==> config.mk <==
export PLATFORM = sky130hd
export DESIGN_NAME = ipv4_text_address_parser
export DESIGN_NICKNAME = d
export VERILOG_FILES = /design/src/ipv4tp_pkg.sv /design/src/ipv4tp_front.sv /design/src/ipv4tp_queue.sv /design/src/ipv4tp_back.sv /design/src/ipv4_text_address_parser.sv
export VERILOG_INCLUDE_DIRS = /design/src /design/src/src
export SDC_FILE = /design/constraint.sdc
export NUM_CORES = 1
export LEC_CHECK = 0
export BUFFER_PORTS_ARGS = -buffer_cell sky130_fd_sc_hd__buf_2
export CORE_MARGIN = 3
export CORE_UTILIZATION = 61
export CTS_BUF_LIST = sky130_fd_sc_hd__clkbuf_4 sky130_fd_sc_hd__clkbuf_8
export DETAILED_ROUTE_END_ITERATION = 16
export PLACE_DENSITY = 0.8
export SETUP_SLACK_MARGIN = 0.02
export SLEW_MARGIN = 20
export SYNTH_ARGS = -nofsm -noshare
export SYNTH_HDL_FRONTEND = slang
export SYNTH_HIERARCHICAL = 1
export SYNTH_SLANG_ARGS = --single-unit
==> constraint.sdc <==
create_clock -name clk -period 4.4 [get_ports clk]
set_input_delay 1.32 -clock clk [delete_from_list [all_inputs] [get_ports clk]]
set_output_delay 1.32 -clock clk [all_outputs]
set_load 0.01 [all_outputs]
==> src/assert_macros.svh <==
// Assertion macros shared by the parser RTL.
// No dependencies; included inside module bodies.
`ifndef ASSERT_MACROS_SVH
`define ASSERT_MACROS_SVH

// cond must never hold outside reset
`define ASSERT_NEVER(label, clk, rst_n, cond) \
label: assert property (@(posedge clk) disable iff (!rst_n) !(cond)) \
    else $error("assertion failed");

// cons must hold in the same cycle as ante
`define ASSERT_IMPLIES(label, clk, rst_n, ante, cons) \
label: assert property (@(posedge clk) disable iff (!rst_n) (ante) |-> (cons)) \
    else $error("assertion failed");

// cons must hold in the cycle after ante
`define ASSERT_NEXT(label, clk, rst_n, ante, cons) \
label: assert property (@(posedge clk) disable iff (!rst_n) (ante) |=> (cons)) \
    else $error("assertion failed");

`endif

==> src/ipv4tp_pkg.sv <==
// Types and constants for the dotted IPv4 text address parser.
// No dependencies.
`default_nettype none

package ipv4tp_pkg;

    typedef enum logic [2:0] {
        TK_DEC,
        TK_HEX,
        TK_X,
        TK_DOT,
        TK_WS,
        TK_NUL,
        TK_OTHER
    } tok_kind_t;

    typedef struct packed {
        tok_kind_t  kind;
        logic [3:0] val;
    } token_t;

    typedef enum logic [4:0] {
        PH_START  = 5'b00001,
        PH_ZERO   = 5'b00010,
        PH_DIGITS = 5'b00100,
        PH_DONE   = 5'b01000,
        PH_FAIL   = 5'b10000
    } phase_t;

    typedef enum logic [1:0] {
        RX_DEC,
        RX_OCT,
        RX_HEX
    } radix_t;

    localparam logic [31:0] LIM_ONE_EARLIER   = 32'h00ff_ffff;
    localparam logic [31:0] LIM_TWO_EARLIER   = 32'h0000_ffff;
    localparam logic [31:0] LIM_THREE_EARLIER = 32'h0000_00ff;
    localparam logic [1:0]  MAX_EARLIER       = 2'd3;

endpackage

`default_nettype wire

==> src/ipv4tp_front.sv <==
// Front end: accepts characters and classifies them into tokens.
// Depends on ipv4tp_pkg.
`default_nettype none

module ipv4tp_front (
    input  wire logic [7:0]         character,
    input  wire logic               push,
    input  wire logic               q_full,
    output logic                    q_wr,
    output ipv4tp_pkg::token_t      q_tok
);
    import ipv4tp_pkg::*;

    localparam logic [7:0] CH_NUL    = 8'h00;
    localparam logic [7:0] CH_TAB    = 8'h09;
    localparam logic [7:0] CH_CR     = 8'h0D;
    localparam logic [7:0] CH_SPACE  = 8'h20;
    localparam logic [7:0] CH_DOT    = 8'h2E;
    localparam logic [7:0] CH_ZERO   = 8'h30;
    localparam logic [7:0] CH_NINE   = 8'h39;
    localparam logic [7:0] CH_UP_A   = 8'h41;
    localparam logic [7:0] CH_UP_F   = 8'h46;
    localparam logic [7:0] CH_UP_X   = 8'h58;
    localparam logic [7:0] CH_LO_A   = 8'h61;
    localparam logic [7:0] CH_LO_F   = 8'h66;
    localparam logic [7:0] CH_LO_X   = 8'h78;
    localparam logic [3:0] HEX_BIAS  = 4'd9;

    assign q_wr = push && !q_full;

    always_comb
    begin
        q_tok.kind = TK_OTHER;
        q_tok.val  = '0;
        if (character >= CH_ZERO && character <= CH_NINE)
        begin
            q_tok.kind = TK_DEC;
            q_tok.val  = character[3:0];
        end
        else if ((character >= CH_LO_A && character <= CH_LO_F) ||
                 (character >= CH_UP_A && character <= CH_UP_F))
        begin
            // low nibble of a..f is 1..6
            q_tok.kind = TK_HEX;
            q_tok.val  = character[3:0] + HEX_BIAS;
        end
        else if (character == CH_LO_X || character == CH_UP_X)
        begin
            q_tok.kind = TK_X;
        end
        else if (character == CH_DOT)
        begin
            q_tok.kind = TK_DOT;
        end
        else if (character == CH_SPACE || (character >= CH_TAB && character <= CH_CR))
        begin
            q_tok.kind = TK_WS;
        end
        else if (character == CH_NUL)
        begin
            q_tok.kind = TK_NUL;
        end
    end

endmodule

`default_nettype wire

==> src/ipv4tp_queue.sv <==
// Token queue between the classifier and the parser core.
// Depends on ipv4tp_pkg and assert_macros.svh.
`default_nettype none

module ipv4tp_queue #(
    parameter int DEPTH = 2
) (
    input  wire logic                clk,
    input  wire logic                rst_n,
    input  wire logic                wr,
    input  wire ipv4tp_pkg::token_t  wr_data,
    input  wire logic                rd,
    output ipv4tp_pkg::token_t       rd_data,
    output logic                     full,
    output logic                     empty
);
    import ipv4tp_pkg::*;
    `include "assert_macros.svh"

    localparam int PTR_W = $clog2(DEPTH);
    localparam int CNT_W = $clog2(DEPTH + 1);
    localparam logic [PTR_W-1:0] PTR_LAST = PTR_W'(DEPTH - 1);
    localparam logic [CNT_W-1:0] CNT_FULL = CNT_W'(DEPTH);

    token_t            mem_reg [DEPTH];
    logic [PTR_W-1:0]  wr_ptr_reg, wr_ptr_next;
    logic [PTR_W-1:0]  rd_ptr_reg, rd_ptr_next;
    logic [CNT_W-1:0]  count_reg, count_next;

    assign full    = count_reg == CNT_FULL;
    assign empty   = count_reg == '0;
    assign rd_data = mem_reg[rd_ptr_reg];

    always_comb
    begin
        wr_ptr_next = wr_ptr_reg;
        rd_ptr_next = rd_ptr_reg;
        count_next  = count_reg;
        if (wr)
        begin
            wr_ptr_next = (wr_ptr_reg == PTR_LAST) ? '0 : wr_ptr_reg + 1'b1;
        end
        if (rd)
        begin
            rd_ptr_next = (rd_ptr_reg == PTR_LAST) ? '0 : rd_ptr_reg + 1'b1;
        end
        if (wr && !rd)
        begin
            count_next = count_reg + 1'b1;
        end
        else if (rd && !wr)
        begin
            count_next = count_reg - 1'b1;
        end
    end

    always_ff @(posedge clk or negedge rst_n)
    begin
        if (!rst_n)
        begin
            wr_ptr_reg <= '0;
            rd_ptr_reg <= '0;
            count_reg  <= '0;
        end
        else
        begin
            wr_ptr_reg <= wr_ptr_next;
            rd_ptr_reg <= rd_ptr_next;
            count_reg  <= count_next;
        end
    end

    always_ff @(posedge clk)
    begin
        if (wr)
        begin
            mem_reg[wr_ptr_reg] <= wr_data;
        end
    end

    `ASSERT_NEVER(a_count_range, clk, rst_n, count_reg > CNT_FULL)
    `ASSERT_NEVER(a_rd_when_empty, clk, rst_n, rd && count_reg == '0)
    `ASSERT_NEVER(a_wr_when_full, clk, rst_n, wr && !rd && count_reg == CNT_FULL)

endmodule

`default_nettype wire

==> src/ipv4tp_back.sv <==
// Parser core: runs the address grammar on tokens and holds the result beat.
// Depends on ipv4tp_pkg and assert_macros.svh.
`default_nettype none

module ipv4tp_back (
    input  wire logic                clk,
    input  wire logic                rst_n,
    input  wire ipv4tp_pkg::token_t  tok,
    input  wire logic                tok_avail,
    output logic                     tok_take,
    output logic                     empty,
    input  wire logic                pop,
    output logic                     valid_res,
    output logic [31:0]              address
);
    import ipv4tp_pkg::*;
    `include "assert_macros.svh"

    phase_t       phase_reg, phase_next;
    radix_t       radix_reg, radix_next;
    logic [31:0]  part_reg, part_next;
    logic [1:0]   parts_done_reg, parts_done_next;
    logic         early_bad_reg, early_bad_next;
    logic [32:0]  held_reg, held_next;
    logic [7:0]   early_byte_reg [3];
    logic         byte_wr;

    logic         out_valid_reg, out_valid_next;
    logic         res_valid_reg;
    logic [31:0]  res_addr_reg;

    logic         slot_free;
    logic         take_nul;
    radix_t       eff_radix;
    logic [31:0]  acc;
    logic [32:0]  finish;
    logic [32:0]  nul_result;

    assign slot_free = !out_valid_reg || pop;
    assign tok_take  = tok_avail && (tok.kind != TK_NUL || slot_free);
    assign take_nul  = tok_take && tok.kind == TK_NUL;
    assign eff_radix = (phase_reg == PH_ZERO) ? RX_OCT : radix_reg;

    always_comb
    begin
        case (eff_radix)
            RX_HEX:  acc = {part_reg[27:0], 4'b0} + {28'b0, tok.val};
            RX_OCT:  acc = {part_reg[28:0], 3'b0} + {28'b0, tok.val};
            default: acc = {part_reg[28:0], 3'b0} + {part_reg[30:0], 1'b0}
                           + {28'b0, tok.val};
        endcase
    end

    always_comb
    begin
        case (parts_done_reg)
            2'd0:
                finish = {1'b1, part_reg};
            2'd1:
                finish = (part_reg > LIM_ONE_EARLIER || early_bad_reg) ? '0 :
                         {1'b1, early_byte_reg[0], part_reg[23:0]};
            2'd2:
                finish = (part_reg > LIM_TWO_EARLIER || early_bad_reg) ? '0 :
                         {1'b1, early_byte_reg[0], early_byte_reg[1], part_reg[15:0]};
            default:
                finish = (part_reg > LIM_THREE_EARLIER || early_bad_reg) ? '0 :
                         {1'b1, early_byte_reg[0], early_byte_reg[1],
                          early_byte_reg[2], part_reg[7:0]};
        endcase
    end

    always_comb
    begin
        case (phase_reg)
            PH_ZERO, PH_DIGITS: nul_result = finish;
            PH_DONE:            nul_result = held_reg;
            default:            nul_result = '0;
        endcase
    end

    always_comb
    begin
        phase_next      = phase_reg;
        radix_next      = radix_reg;
        part_next       = part_reg;
        parts_done_next = parts_done_reg;
        early_bad_next  = early_bad_reg;
        held_next       = held_reg;
        byte_wr         = 1'b0;
        if (take_nul)
        begin
            phase_next      = PH_START;
            radix_next      = RX_DEC;
            part_next       = '0;
            parts_done_next = '0;
            early_bad_next  = 1'b0;
            held_next       = '0;
        end
        else if (tok_take)
        begin
            case (phase_reg)
                PH_START:
                begin
                    if (tok.kind != TK_DEC)
                    begin
                        phase_next = PH_FAIL;
                    end
                    else if (tok.val == 4'd0)
                    begin
                        phase_next = PH_ZERO;
                        part_next  = '0;
                    end
                    else
                    begin
                        phase_next = PH_DIGITS;
                        radix_next = RX_DEC;
                        part_next  = {28'b0, tok.val};
                    end
                end
                PH_ZERO, PH_DIGITS:
                begin
                    phase_next = PH_DIGITS;
                    radix_next = eff_radix;
                    if (phase_reg == PH_ZERO && tok.kind == TK_X)
                    begin
                        radix_next = RX_HEX;
                    end
                    else if (tok.kind == TK_DEC ||
                             (tok.kind == TK_HEX && eff_radix == RX_HEX))
                    begin
                        part_next = acc;
                    end
                    else if (tok.kind == TK_DOT)
                    begin
                        if (parts_done_reg == MAX_EARLIER)
                        begin
                            phase_next = PH_FAIL;
                        end
                        else
                        begin
                            byte_wr         = 1'b1;
                            early_bad_next  = early_bad_reg || (|part_reg[31:8]);
                            parts_done_next = parts_done_reg + 1'b1;
                            part_next       = '0;
                            radix_next      = RX_DEC;
                            phase_next      = PH_START;
                        end
                    end
                    else if (tok.kind == TK_WS)
                    begin
                        held_next  = finish;
                        phase_next = PH_DONE;
                    end
                    else
                    begin
                        phase_next = PH_FAIL;
                    end
                end
                default:
                begin
                end
            endcase
        end
    end

    always_comb
    begin
        out_valid_next = out_valid_reg;
        if (take_nul)
        begin
            out_valid_next = 1'b1;
        end
        else if (pop)
        begin
            out_valid_next = 1'b0;
        end
    end

    always_ff @(posedge clk or negedge rst_n)
    begin
        if (!rst_n)
        begin
            phase_reg      <= PH_START;
            radix_reg      <= RX_DEC;
            part_reg       <= '0;
            parts_done_reg <= '0;
            early_bad_reg  <= 1'b0;
            held_reg       <= '0;
            out_valid_reg  <= 1'b0;
        end
        else
        begin
            phase_reg      <= phase_next;
            radix_reg      <= radix_next;
            part_reg       <= part_next;
            parts_done_reg <= parts_done_next;
            early_bad_reg  <= early_bad_next;
            held_reg       <= held_next;
            out_valid_reg  <= out_valid_next;
        end
    end

    always_ff @(posedge clk)
    begin
        if (byte_wr)
        begin
            early_byte_reg[parts_done_reg] <= part_reg[7:0];
        end
        if (take_nul)
        begin
            res_valid_reg <= nul_result[32];
            res_addr_reg  <= nul_result[31:0];
        end
    end

    assign empty     = !out_valid_reg;
    assign valid_res = res_valid_reg;
    assign address   = res_addr_reg;

    `ASSERT_NEXT(a_restart, clk, rst_n, take_nul, phase_reg == PH_START && parts_done_reg == '0)
    `ASSERT_IMPLIES(a_zero_on_fail, clk, rst_n, out_valid_reg && !res_valid_reg, res_addr_reg == '0)
    `ASSERT_NEVER(a_nul_overrun, clk, rst_n, take_nul && out_valid_reg && !pop)

endmodule

`default_nettype wire

==> src/ipv4_text_address_parser.sv <==
// Dotted IPv4 text address parser: character stream in, one result per string.
// Depends on ipv4tp_pkg, ipv4tp_front, ipv4tp_queue and ipv4tp_back.
//
// Input channel: one character per beat, accepted when push is high and full
// is low. NUL (0) ends a string. Output channel: one beat per string (valid
// flag and address), shown while empty is low and taken when pop is high.
// The front classifies each character into a token and writes it into a
// QUEUE_DEPTH-entry token queue; the parser core takes one token per cycle
// unless a NUL waits for the output register. Throughput is one character
// per cycle while full is low. A result is registered when its NUL leaves
// the queue. The result sits in one output register; a new NUL waits in the
// queue until that register is popped, and characters after it queue behind.
// When the receiver stalls with a result held, the next NUL waits at the head
// of the queue, and full rises once QUEUE_DEPTH-1 characters queue behind it.
// Reset clears the queue, the output valid flag and the parser state; the block
// takes characters at once after.
`default_nettype none

module ipv4_text_address_parser #(
    parameter int QUEUE_DEPTH = 2
) (
    input  wire logic         clk,
    input  wire logic         rst_n,
    input  wire logic         push,
    output logic              full,
    input  wire logic [7:0]   character,
    output logic              empty,
    input  wire logic         pop,
    output logic              valid_res,
    output logic [31:0]       address
);
    import ipv4tp_pkg::*;

    logic    q_wr;
    token_t  q_wr_tok;
    token_t  q_rd_tok;
    logic    q_empty;
    logic    q_rd;

    ipv4tp_front u_front (
        .character (character),
        .push      (push),
        .q_full    (full),
        .q_wr      (q_wr),
        .q_tok     (q_wr_tok)
    );

    ipv4tp_queue #(
        .DEPTH (QUEUE_DEPTH)
    ) u_queue (
        .clk     (clk),
        .rst_n   (rst_n),
        .wr      (q_wr),
        .wr_data (q_wr_tok),
        .rd      (q_rd),
        .rd_data (q_rd_tok),
        .full    (full),
        .empty   (q_empty)
    );

    ipv4tp_back u_back (
        .clk       (clk),
        .rst_n     (rst_n),
        .tok       (q_rd_tok),
        .tok_avail (!q_empty),
        .tok_take  (q_rd),
        .empty     (empty),
        .pop       (pop),
        .valid_res (valid_res),
        .address   (address)
    );

endmodule

`default_nettype wire

======== Word level (Yosys, flattened, before mapping) ========
Memories as Yosys holds them, arrays and structs flattened.
Cells that the tools add are included.
operators by class
  add/sub/neg operators ................... 10
  order comparisons ....................... 11
  eq/ne operators ......................... 29
  multiplexer cells ....................... 80
  reductions and logical operators ........ 46
operators by type and width
  kind                                                   number
  two-way mux 33 bit                                     10
  two-way mux 32 bit                                     7
  one-hot mux 32 bit (2 select lines)                    2
  one-hot mux 33 bit (3 select lines)                    1
  adder 32 x 4 -> 32 bit                                 3
  one-hot mux 33 bit (2 select lines)                    1
  two-way mux 5 bit                                      8
  two-way mux 2 bit                                      19
  adder 32 bit                                           1
  > comparator 32 x 16 -> 1 bit (second input constant)  1
  > comparator 32 x 24 -> 1 bit (second input constant)  1
  > comparator 32 x 8 -> 1 bit (second input constant)   1
  OR reduction 24 bit                                    1
  two-way mux 1 bit                                      22
  AND reduction 6 bit                                    3
  == test 8 x 6 -> 1 bit (second input constant)         2
  == test 8 x 7 -> 1 bit (second input constant)         2
  >= comparator 8 x 7 -> 1 bit (second input constant)   2
  <= comparator 8 x 7 -> 1 bit (second input constant)   2
  two-way mux 3 bit                                      5
  nonzero test 2 bit                                     6
  logical AND 1 bit                                      11
  logical OR 1 bit                                       10
  one-hot mux 5 bit (2 select lines)                     1
  other kinds (34)                                       54
word-level totals
  register bits after elaboration ......... 113
  memory bits (writable) .................. 38
  input bits .............................. 12
  memories kept ........................... 2
memory list
  memory                 words  width  read ports  clocked after memory_dff  write ports  line                RTL
  u_back.early_byte_reg  3      8      3           0                         1            ipv4tp_back.sv:25   logic [7:0] early_byte_reg [3];
  u_queue.mem_reg        2      7      1           0                         1            ipv4tp_queue.sv:25  token_t mem_reg [DEPTH];

======== Longest topological paths before layout ========
  word-level depth ........................ 12
  gate-level depth with buffers ........... 14
  mapped depth without buffers ............ 13

======== By module ========
Netlist, hierarchy kept.
by module, submodules not included
  module                    times used  cells an instance  area an instance (sq um)  sequential area each (sq um)
  ipv4tp_back               1           897                8,709.6                   3,614.7
  ipv4tp_queue              1           38                 699.4                     520.5
  ipv4tp_front              1           41                 355.3                     0.0
  ipv4_text_address_parser  1           1                  3.8                       0.0

======== Worst setup path after synthesis ========
No wires, ideal clock.
  kind .................................... reg2reg
  start point ............................. reg u_queue.rd_ptr_reg
  end point ............................... reg u_back.part_reg[30]
  setup time .............................. 0.070 ns
  arrival time ............................ 3.589 ns
  data required time ...................... 4.330 ns
  slack ................................... 0.742 ns
  stages on the path, launching flop included .. 15
  buffers on the path ..................... 1
  period minus slack after synthesis ...... 3.658 ns
  path through ............................ dfrtp_1 > buf_6 > mux2_2 > inv_1 > fa_1 > inv_1 > fa_1 > a211oi_1 > o211ai_1 > nand3_1 > o21ai_0 > a211oi_1 > o31ai_1 > or4_1 > nand3_1
RTL lines
  element                 line                RTL
  from (decl)             ipv4tp_queue.sv:27  logic [PTR_W-1:0] rd_ptr_reg, rd_ptr_next;
  from (signal assigned)  ipv4tp_queue.sv:68  rd_ptr_reg <= rd_ptr_next;
  to (signal assigned)    ipv4tp_back.sv:195  part_reg <= part_next;
  to (decl)               ipv4tp_back.sv:21   logic [31:0] part_reg, part_next;

==> results.py <==
metrics = {
    "synthesis": {
        "yosysSeqAreaShare_pct": 42.33,
        "ys.flop_type": "dfrtp_1",
        "yosysUniqueCellTypes": 82,
        "synth_edf_count": 71,
        "synth_seq_cells": 151,
        "syn_nets": 1063,
        "avgSynthCellArea_um2": 9.998,
        "syn_area_um2": 9768,
        "async_reset_ff_share_pct": 52.98,
        "synth_cells": 977,
        "ys.warnings.count": 6,
    },
    "sta": {
        "timing.fmax_mhz": 248.5,
        "finalCritPeriodShare_pct": 91.46,
        "holdWs_ns": 0.4795,
        "finalClockSkew_ns": 0.01658,
        "tns_ns": 0,
        "hold_viol_final": 0,
        "max-slew-margin-rel_pct": 46.28,
        "worst_pin_slew_ns": 0.7974,
        "period_needed_ns": 4.024,
        "final_max_slew_viol_count": 0,
        "setup_viol": 0,
        "grt_setup_unrepaired": "no",
    },
    "route": {
        "drc_errors": 0,
        "ant_nets": 0,
        "vias": 8009,
        "drtIter0Drc": 785,
        "wl_met2_mm": 10.43,
        "viasPerCell": 6.565,
        "drt-met1-wl_mm": 10.67,
        "drt_wl_total_mm": 23.78,
        "first_pass_iters": 5,
        "wl_met3_mm": 1.974,
        "maxUsedRoutingLayer": "met4",
        "drt-wirelength-per-cell_um": 19.49,
    },
    "power_and_ir_drop": {
        "seqPwrFrac_pct": 43.7,
        "netSwitchingPower_uw": 1463,
        "irDropWorstVdd_mv": 0.2304,
        "p_leak_uw": 0.004572,
        "power_density_nw_per_um2": 406.8,
        "p_sw_share_pct": 34.02,
        "pwr-share-clk_pct": 26.9,
        "intPower_uw": 2838,
        "p_comb_share_pct": 29.4,
    },
    "floorplanning": {
        "io_pins": 47,
        "initial_core_util_pct": 63.32,
        "fp.dieH_um": 132.5,
        "die_area_um2": 17570,
        "fp-row-count": 45,
        "core-area_um2": 15430,
        "die_w_um": 132.5,
    },
    "cts": {
        "cts_buffers": 17,
        "clk_latency_ns": 0.45,
        "cts_sinks": 151,
        "clk_path_buf_depth": 2,
        "clk_pin_slew_ns": 0.08,
        "ctsRootBufferMaster": "clkbuf_8",
        "cts_tree": "done",
        "cts_resized": 0,
        "holdBufCountCts": 0,
        "h-tree-depth": 4,
        "post_cts_buffers": 0,
    },
    "grt": {
        "grt_max_degree": 81,
        "grt_antenna_before_repair": 0,
        "grt_pass1_wl_mm": 39.11,
        "gr-total-overflow": 0,
        "grt_pass1_vias": 7539,
        "grt_usage_pct": 27.36,
    },
    "layout": {
        "utilization_pct": 68.52,
        "final_cells": 1220,
        "layout.nets": 1082,
        "drive_above_1_share_pct": 12.69,
        "largest_reg_flops": 33,
        "antenna_cells": 0,
        "syn2layout_area_growth_pct": 8.224,
    },
    "setup_path": {
        "critPathLaunchType": "flop",
        "worst_setup_path_end_kind": "flop",
        "cp_cell_sequence": "mux2_2 > inv_1 > fa_1 > inv_1 > fa_1 > a211oi_1 > o211ai_1 > nand3_1 > o21ai_0 > a211oi_1 > o31ai_1 > or4_1 > nand3_1",
        "path_buf_inv": 2,
        "crit_type": "flop to flop",
        "cp_max_fo": 8,
        "slowest_delay_ns": 0.54,
        "cpLargestDelayFamily": "compound AO/OA/AOI/OAI gates",
        "slowest_stage": "fa_1",
        "worstPathRequired_ns": 4.79,
        "cp.arrival_ns": 4.42,
    },
    "placed_design": {
        "port_buffers": 46,
        "place_congestion": 0.9490,
        "hpwl_mm": 16.85,
        "dp_cells": 1188,
    },
    "job": {
        "drv_cap": 0,
    },
    "hold_path": {
        "hold_path.class": "flop to flop",
    },
    "outcome": {
        "status": "complete, no violations",
    },
}
==> per-layer routing <==
metal	up-vias	GRT usage [%]
met5	-	0
li1	3760	-
met3	57	5.437
met1	3785	39.85
met4	0	10.16
met2	407	40.78
==> power groups by stage <==
stage | logic (µW) | registers, µW | clock network [µW]
3_5_place_dp | 1230 | 1900 | 0
2_1_floorplan | 904 | 1880 | 0
3_3_place_gp | 1190 | 1900 | 0
4_1_cts | 1250 | 1880 | 1170
5_1_grt | 1410 | 1900 | 1240
6_report | 1260 | 1880 | 1160
==> cells in the mapped netlist, types with 3 or more instances <==
cell / number / share of area [%]
and3_1: 8 / 0.51
a31oi_1: 9 / 0.58
clkbuf_1: 48 / 1.8
a21o_1: 26 / 2.0
a211o_1: 5 / 0.45
o21ai_0: 67 / 3.4
nand3b_1: 3 / 0.23
o41ai_1: 5 / 0.45
nor2b_1: 8 / 0.51
a221oi_1: 8 / 0.72
or2_2: 6 / 0.38
a21oi_1: 47 / 2.4
a22o_1: 68 / 6.1
xnor2_1: 30 / 2.7
nor2_2: 3 / 0.19
nand2_1: 96 / 3.7
dfrtp_1: 79 / 20
nand4b_1: 3 / 0.27
edfxtp_1: 71 / 22
o211ai_1: 3 / 0.23
nand4_1: 13 / 0.83
o31ai_1: 7 / 0.54
a211oi_1: 5 / 0.38
and4_1: 3 / 0.27
o221ai_1: 5 / 0.45
mux2i_1: 4 / 0.41
mux2_2: 8 / 0.92
a32o_1: 7 / 0.72
nor3_1: 20 / 1.0
nand3_1: 24 / 1.2
inv_1: 28 / 1.1
and2_1: 10 / 0.64
nand2b_1: 7 / 0.45
nor2_1: 40 / 1.5
or3_1: 6 / 0.38
or4_1: 5 / 0.38
ha_1: 72 / 9.2
xor2_1: 20 / 1.8
buf_2: 9 / 0.46
nor4_1: 7 / 0.45
a22oi_1: 27 / 2.1
==> per-stage QoR <==
step	setup slack, ns	power (µW)	instance area, µm²
after CTS	0.3857	4295	10570
after floorplan	0.7416	2783	9768
after detailed placement	0.4125	3135	10130
after global placement	0.5085	3090	10130
after global routing	0.1052	4545	10570
final	0.3757	4301	10570
==> layout by cell type (no fill, tap or decap), types with 13 or more instances in the layout <==
| master | count |
|---|---|
| edfxtp_1 | 71 |
| o21ai_0 | 67 |
| nand4_1 | 13 |
| clkbuf_8 | 18 |
| dfrtp_1 | 79 |
| buf_4 | 14 |
| a22o_1 | 68 |
| nor3_1 | 20 |
| a21oi_1 | 47 |
| buf_2 | 45 |
| ha_1 | 72 |
| nand2_1 | 96 |
| inv_1 | 28 |
| nor2_1 | 40 |
| a21o_1 | 26 |
| xor2_1 | 20 |
| nand3_1 | 24 |
| a22oi_1 | 27 |
| xnor2_1 | 30 |
==> cell families (layout without fill, tap and decap cells) <==
| group | Yosys count | in the layout | synth area share [%] |
|---|---|---|---|
| multiplexers | 12 | 12 | 1.332 |
| AO/OA/AOI/OAI | 319 | 319 | 23.57 |
| XOR/XNOR | 50 | 50 | 4.483 |
| AND/OR/NAND/NOR | 282 | 282 | 15.03 |
| flip-flops | 151 | 151 | 42.33 |
| buffers and inverters | 89 | 121 | 3.625 |
| adder cells (fa/ha/maj) | 74 | 74 | 9.632 |
==> worst paths after layout <==
kind | startpoint | to | slack (ns) | depth (start not counted)
max in group asynchronous | rst_n | u_back/held_reg[11] | 2.95 | 1
hold / removal | u_back/held_reg[32] | u_back/held_reg[32] | 0.48 | 1
min in group asynchronous | rst_n | u_back/out_valid_reg | 0.90 | 1
setup / recovery | u_queue/rd_ptr_reg | u_back/part_reg[30] | 0.38 | 13
hold reg to reg | u_back/held_reg[32] | u_back/held_reg[32] | 0.48 | 1
setup reg to reg | u_queue/rd_ptr_reg | u_back/part_reg[30] | 0.38 | 13
==> final cells by class <==
| class | count | area (µm²) |
|---|---|---|
| Multi-Input combinational cell | 737 | 5285 |
| Clock inverter | 12 | 173.9 |
| Sequential cell | 151 | 4135 |
| Tap cell | 211 | 264.0 |
| Inverter | 29 | 108.9 |
| Fill cell | 1192 | 4856 |
| Clock buffer | 20 | 262.8 |
| Timing Repair Buffer | 60 | 341.6 |
Power figures use the tool's default switching activity.
